`config.mk`:
```
export PLATFORM = sky130hd
export DESIGN_NAME = tccs_ctrl
export DESIGN_NICKNAME = d
export VERILOG_FILES = /design/src/rtl/tccs_pkg.sv /design/src/rtl/tccs_ctrl.sv
export SDC_FILE = /design/constraint.sdc
export NUM_CORES = 1
export LEC_CHECK = 0
export BUFFER_PORTS_ARGS = -buffer_cell sky130_fd_sc_hd__buf_2
export CAP_MARGIN = 30
export CORE_AREA = 3 3 40 42
export CTS_CLUSTER_DIAMETER = 200
export CTS_CLUSTER_SIZE = 8
export DETAILED_ROUTE_END_ITERATION = 6
export DIE_AREA = 0 0 43 45
export PLACE_DENSITY = 0.38
export SYNTH_ARGS = -nofsm -noshare
export SYNTH_HDL_FRONTEND = slang
export SYNTH_SLANG_ARGS = --single-unit
```
`constraint.sdc`:
```
create_clock -name clk -period 1.6 [get_ports clk]
set_input_delay 0.24 -clock clk [delete_from_list [all_inputs] [get_ports clk]]
set_output_delay 0.24 -clock clk [all_outputs]
set_load 0.03 [all_outputs]
```
`src/rtl/tccs_pkg.sv`:
```
`timescale 1ns / 1ps
// ----------------------------------------------------------------------------
// tccs_pkg
// shared types and constants for the text console cursor and scroll core
// ----------------------------------------------------------------------------
package tccs_pkg;

    localparam int COLUMNS_DEF = 80;
    localparam int ROWS_DEF    = 25;

    localparam int ATTR_W  = 8;
    localparam int CHAR_W  = 8;
    localparam int CELL_W  = ATTR_W + CHAR_W;
    localparam int KIND_W  = 2;
    localparam int RROW_W  = 5;
    localparam int RCOL_W  = 7;

    localparam logic [CHAR_W-1:0] CODE_NEWLINE = 8'd10;
    localparam logic [CHAR_W-1:0] CODE_SPACE   = 8'd32;

    localparam logic [3:0]        COLOR_BLACK      = 4'd0;
    localparam logic [3:0]        COLOR_LIGHT_GREY = 4'd7;
    localparam logic [ATTR_W-1:0] ATTR_RESET       = {COLOR_BLACK, COLOR_LIGHT_GREY};

    typedef enum logic [KIND_W-1:0] {
        KIND_PUT   = 2'd0,
        KIND_READ  = 2'd1,
        KIND_CLEAR = 2'd2
    } kind_t;

    typedef enum logic [1:0] {
        ST_IDLE,
        ST_READ_WAIT,
        ST_SWEEP,
        ST_DRAIN
    } state_t;

    // controller to datapath
    typedef struct packed {
        logic accept;
        logic load_imm;
        logic load_read;
        logic load_sweep;
        logic sweep_step;
    } cmd_t;

    // datapath to controller
    typedef struct packed {
        logic is_read;
        logic is_sweep;
        logic sweep_last;
    } status_t;

endpackage

```
`src/rtl/tccs_ctrl.sv`:
```
`timescale 1ns / 1ps
// ----------------------------------------------------------------------------
// tccs_ctrl
// sequencer for request acceptance, cell reads and screen sweeps
// ----------------------------------------------------------------------------
module tccs_ctrl (
    input  logic              clk,
    input  logic              rst_n,
    input  logic              in_valid,
    output logic              in_stall,
    output logic              out_valid,
    input  logic              out_stall,
    input  tccs_pkg::status_t st,
    output tccs_pkg::cmd_t    cmd
);

    tccs_pkg::state_t state_reg, state_next;
    logic             out_valid_reg, out_valid_next;
    logic             accept;

    // a request is taken only in idle and when the result register is free or draining
    assign in_stall = !((state_reg == tccs_pkg::ST_IDLE) && (!out_valid_reg || !out_stall));
    assign accept   = in_valid && !in_stall;

    always_comb
    begin
        state_next = state_reg;
        unique case (state_reg)
            tccs_pkg::ST_IDLE:
            begin
                if (accept)
                begin
                    if (st.is_read)
                    begin
                        state_next = tccs_pkg::ST_READ_WAIT;
                    end
                    else if (st.is_sweep)
                    begin
                        state_next = tccs_pkg::ST_SWEEP;
                    end
                end
            end
            tccs_pkg::ST_READ_WAIT:
            begin
                state_next = tccs_pkg::ST_IDLE;
            end
            tccs_pkg::ST_SWEEP:
            begin
                if (st.sweep_last)
                begin
                    state_next = tccs_pkg::ST_DRAIN;
                end
            end
            tccs_pkg::ST_DRAIN:
            begin
                state_next = tccs_pkg::ST_IDLE;
            end
            default:
            begin
                state_next = tccs_pkg::ST_IDLE;
            end
        endcase
    end

    always_comb
    begin
        cmd            = '0;
        cmd.accept     = accept;
        unique case (state_reg)
            tccs_pkg::ST_IDLE:
            begin
                cmd.load_imm = accept && !st.is_read && !st.is_sweep;
            end
            tccs_pkg::ST_READ_WAIT:
            begin
                cmd.load_read = 1'b1;
            end
            tccs_pkg::ST_SWEEP:
            begin
                cmd.sweep_step = 1'b1;
            end
            tccs_pkg::ST_DRAIN:
            begin
                cmd.load_sweep = 1'b1;
            end
            default:
            begin
                cmd = '0;
            end
        endcase
    end

    assign out_valid_next = (out_valid_reg && out_stall)
                          || cmd.load_imm || cmd.load_read || cmd.load_sweep;
    assign out_valid      = out_valid_reg;

    always_ff @(posedge clk or negedge rst_n)
    begin
        if (!rst_n)
        begin
            state_reg     <= tccs_pkg::ST_IDLE;
            out_valid_reg <= 1'b0;
        end
        else
        begin
            state_reg     <= state_next;
            out_valid_reg <= out_valid_next;
        end
    end

endmodule

```
== Yosys cells after proc, flatten, opt, wreduce, memory -nomap -nowiden ==
Index checks and enable logic that the tools add are counted.

* Reduce and logical (&&, ||, !) cells: 17
* $lt $le $gt $ge: 0
* Bitwise gates (word level): 0
* Eq/ne operators: 6
* Multiplexer cells: 9
* Add/sub/neg operators: 0
* Div/mod/pow operators: 0
* Multipliers: 0
* Shift-type cells: 0

{| class="wikitable"
|+ Operators with widths
! kind !! count
|-
| 2-bit two-way mux || 4
|-
| 2-bit case mux with 3 select lines || 1
|-
| 1-bit logical AND || 5
|-
| 1-bit zero test || 5
|-
| 2-bit == test (second input constant) || 2
|-
| 1-bit logical OR || 4
|-
| 1-bit two-way mux || 4
|-
| 2-bit != test (second input constant) || 2
|-
| 3-bit != test (second input constant) || 1
|-
| 3-bit AND reduction || 1
|-
| 2-bit by 1-bit == test with 1-bit output (second input constant) || 1
|-
| 2-bit zero test || 1
|-
| 2-bit OR reduction || 1
|}

* Output and inout port bits: 7
* Bits in writable memories: 0
* Bits in registers: 3
* Memory bits (read-only): 0
* Input bits: 7
* Memories: 0
* Latch bits: 0

== Depth between registers and ports, before layout ==
* Word-level depth: 10
* Mapped depth: 3
* Mapped depth without buffers: 2

== Worst setup path after synthesis ==
Ideal clock, no wire load.

* Path kind: register -> output
* From: register state_reg[1]
* To: output port cmd[3] (netlist name)
* Arrival time: 1.366 ns
* Buffers on the path: 0
* Path slack: -0.006 ns
* Stages on the path, launching flop included: 3
* Cells stage by stage: dfrtp_1 > or4b_1 > nor2_1

{| class="wikitable"
|+ RTL lines
! element !! line !! RTL
|-
| start, declared || tccs_ctrl.sv:17 || <nowiki>tccs_pkg::state_t state_reg, state_next;</nowiki>
|-
| start signal, assigned || tccs_ctrl.sv:101 || <nowiki>state_reg <= tccs_pkg::ST_IDLE;</nowiki>
|-
| start signal, assigned || tccs_ctrl.sv:106 || <nowiki>state_reg <= state_next;</nowiki>
|-
| end, declared || tccs_ctrl.sv:14 || <nowiki>output tccs_pkg::cmd_t cmd</nowiki>
|}

==> results.toml <==
[status]
status = "finished clean"

[drt]
avgViaCountPerCell = 4.15
drcViolationCount = 0
drtPass1Iterations = 4
wl_per_cell_um = 11.5
drt_iter0_markers = 6
ant_nets = 0
vias = 216
wl_um = 600

[critical_path]
crit_path_end_kind = "primary output"
cp.arrival_ns = 1.35
ff2ff_setup_slack_ns = 0.55
crit_buf_inv = 1
crit_chain = "or4b_4 -> nor2_4 -> buf_6"
max_stage_delay_ns = 0.51
critPathCapture = "cmd[3]"
regToRegEndpoint = "out_valid"
slowest_stage = "or4b_4"
worstPathMaxFanout = 2
required_ns = 1.36
cp.depth = 3
r2r_start = "state_reg[1]"
critPathTopFamily = "simple AND/OR/NAND/NOR gates"
setup.worst_path.start = "state_reg[1]"
ff2ff_path_depth = 2
critical_path.startpoint_type = "flip-flop"
path_class = "flip-flop to primary output"

[global_routing]
grt_pass1_wl_um = 869
grt_overflow_total = 0
track_usage = 0.0651
grt_pass1_vias = 238
grt_max_degree = 8
antenna_found_initial = 0

[pwr]
p_clk_frac = 0.211
max-vdd-ir-drop_uv = 504
p_sw_uw = 316
pwr-share-seq = 0.213
p_sw_frac = 0.485
power.leakage_uw = 0.000179
internal_power_uw = 335
p_per_area_nw_per_um2 = 2050
combPwrFrac = 0.577

[synth]
synthesis.nets = 26
syn_inst = 19
netlist_area_um2 = 180
synth.avg_cell_area_um2 = 9.48
ys_ff_latch = 3
yosys_warnings = 0
seq_area_frac_synth = 0.417
ys_types = 16

[timing]
whs_ns = 0.259
timing.final.crit_share = 0.995
rsz0062_at_grt = "yes"
fin_ws_ns = 0.00806
finalMaxSlewViolations = 0
fin_skew_ns = 0.00527
min_period_ns = 1.59
max_freq_mhz = 628
hold_viol = 0
tightestPinTransition_ns = 0.284
setup_violations = 0
fin_setup_tns_ns = 0
slew_headroom = 0.808

[cts]
tritoncts = "yes"
cts-root-buf = "clkbuf_4"
clock_sinks = 3
cts.clk_slew.worst_paths_ns = 0.04
numCtsBuffers = 3
clock_latency_ns = 0.24
clk_path_buf_depth = 2
ctsHtreeMaxLevel = 1

[layout]
antennaDiodeCount = 0
final_core_util = 0.247
fin_nets = 45
area_growth_pct = 76.4
largest_register_ff_count = 2
nFillCells = 157
drive_gt1_frac = 0.568

[die]
die_w_um = 43
die-area_um2 = 1940
core_area_um2 = 1280
initial_core_util = 0.140
fp.dieH_um = 45
pin_count = 14
rows = 13

[flow_run]
drv_cap = 0

[min_path]
hp-class = "primary input to flip-flop"

[place]
place.gp.congestion = 0.732
place_ws_ns = 0.151
dp_hpwl_um = 435
numPortBuffers = 13
per-stage QoR:
| step | instances | total power (µW) | area [µm²] |
|---|---|---|---|
| final | 52 | 651 | 318 |
| after global routing | 52 | 698 | 318 |
| after CTS | 52 | 662 | 318 |
| after detailed placement | 47 | 501 | 267 |
| after global placement | 47 | 499 | 267 |
| after floorplan | 19 | 397 | 183 |
worst min-delay path: cells and delay by family:
family,cells,cell delay (ns)
AOI/OAI and AO/OA,1,0.07
buffers and inverters,1,0.08
and+or+nand+nor,1,0.07
cell usage in the layout (no fill, tap or decap), drive strengths merged:
master / Yosys / layout
and2: 1 / 1
nand2b: 1 / 1
or4b: 1 / 1
nand3b: 1 / 1
nand2: 1 / 1
a21o: 1 / 1
buf: 1 / 14
dfrtp: 3 / 3
and2b: 1 / 1
nor3: 1 / 1
o41ai: 1 / 1
nor2b: 1 / 1
a41o: 1 / 1
a21oi: 1 / 1
clkbuf: 0 / 4
dlygate4sd3: 0 / 1
inv: 2 / 2
nor2: 1 / 1
synth_stat cells:
| cell | instances | area share |
|---|---|---|
| a21oi_1 | 1 | 0.028 |
| nor3_1 | 1 | 0.028 |
| buf_4 | 1 | 0.042 |
| and2_2 | 1 | 0.042 |
| and2b_2 | 1 | 0.049 |
| inv_1 | 2 | 0.042 |
| nor2b_1 | 1 | 0.035 |
| nand3b_1 | 1 | 0.042 |
| nor2_1 | 1 | 0.021 |
| nand2b_1 | 1 | 0.035 |
| a21o_1 | 1 | 0.042 |
| dfrtp_1 | 3 | 0.42 |
| a41o_1 | 1 | 0.056 |
| nand2_1 | 1 | 0.021 |
| or4b_1 | 1 | 0.056 |
| o41ai_1 | 1 | 0.049 |
logic make-up after synthesis:
logic type,synth area share
AO/OA/AOI/OAI,0.174
buffers and inverters,0.0834
flip-flops,0.417
AND/OR/NAND/NOR,0.326
per-layer routing:
layer  share of wire  vias to the layer above  GRT usage
met5               0                        -          0
met4           0.025                        0     0.0723
met3           0.087                        2     0.0239
met2            0.55                        9      0.126
met1            0.34                      102     0.0436
li1                -                      103          -
cell type report:
| type | count | area (µm²) | share of cell area |
|---|---|---|---|
| Clock buffer | 4 | 26.3 | 0.0827 |
| Inverter | 2 | 7.51 | 0.0236 |
| Multi-Input combinational cell | 13 | 101 | 0.319 |
| Sequential cell | 3 | 75.1 | 0.236 |
| Tap cell | 15 | 18.8 | 0.0591 |
| Timing Repair Buffer | 15 | 88.8 | 0.280 |
what timing repair did:
item / CTS / global route
setup endpoints to repair: 1 / 1
resized for setup: 4 / 0
buffers inserted: 0 / 0
pin swaps: 1 / 0
hold buffers: 1 / 0
endpoints found under the hold margin: 3 / 0
power by group through the flow:
stage	clock, µW	sequential [µW]	combinational [µW]
2_1_floorplan	0	168	229
5_1_grt	149	145	404
4_1_cts	144	139	379
6_report	137	138	375
3_5_place_dp	0	138	364
3_3_place_gp	0	138	361
how the worst min path moves through the flow:
stage / endpoint / start / cells past startpoint / slack (ns)
after global routing: state_reg[0] / st[0] / 3 / 0.27
final: state_reg[0] / st[0] / 3 / 0.26
after global placement: out_valid / rst_n / 1 / 0.04
after CTS: state_reg[0] / st[0] / 3 / 0.25
after detailed placement: out_valid / rst_n / 1 / 0.04
after floorplan: out_valid / rst_n / 0 / -0.06
No activity file was read; power rests on OpenSTA's default activity.
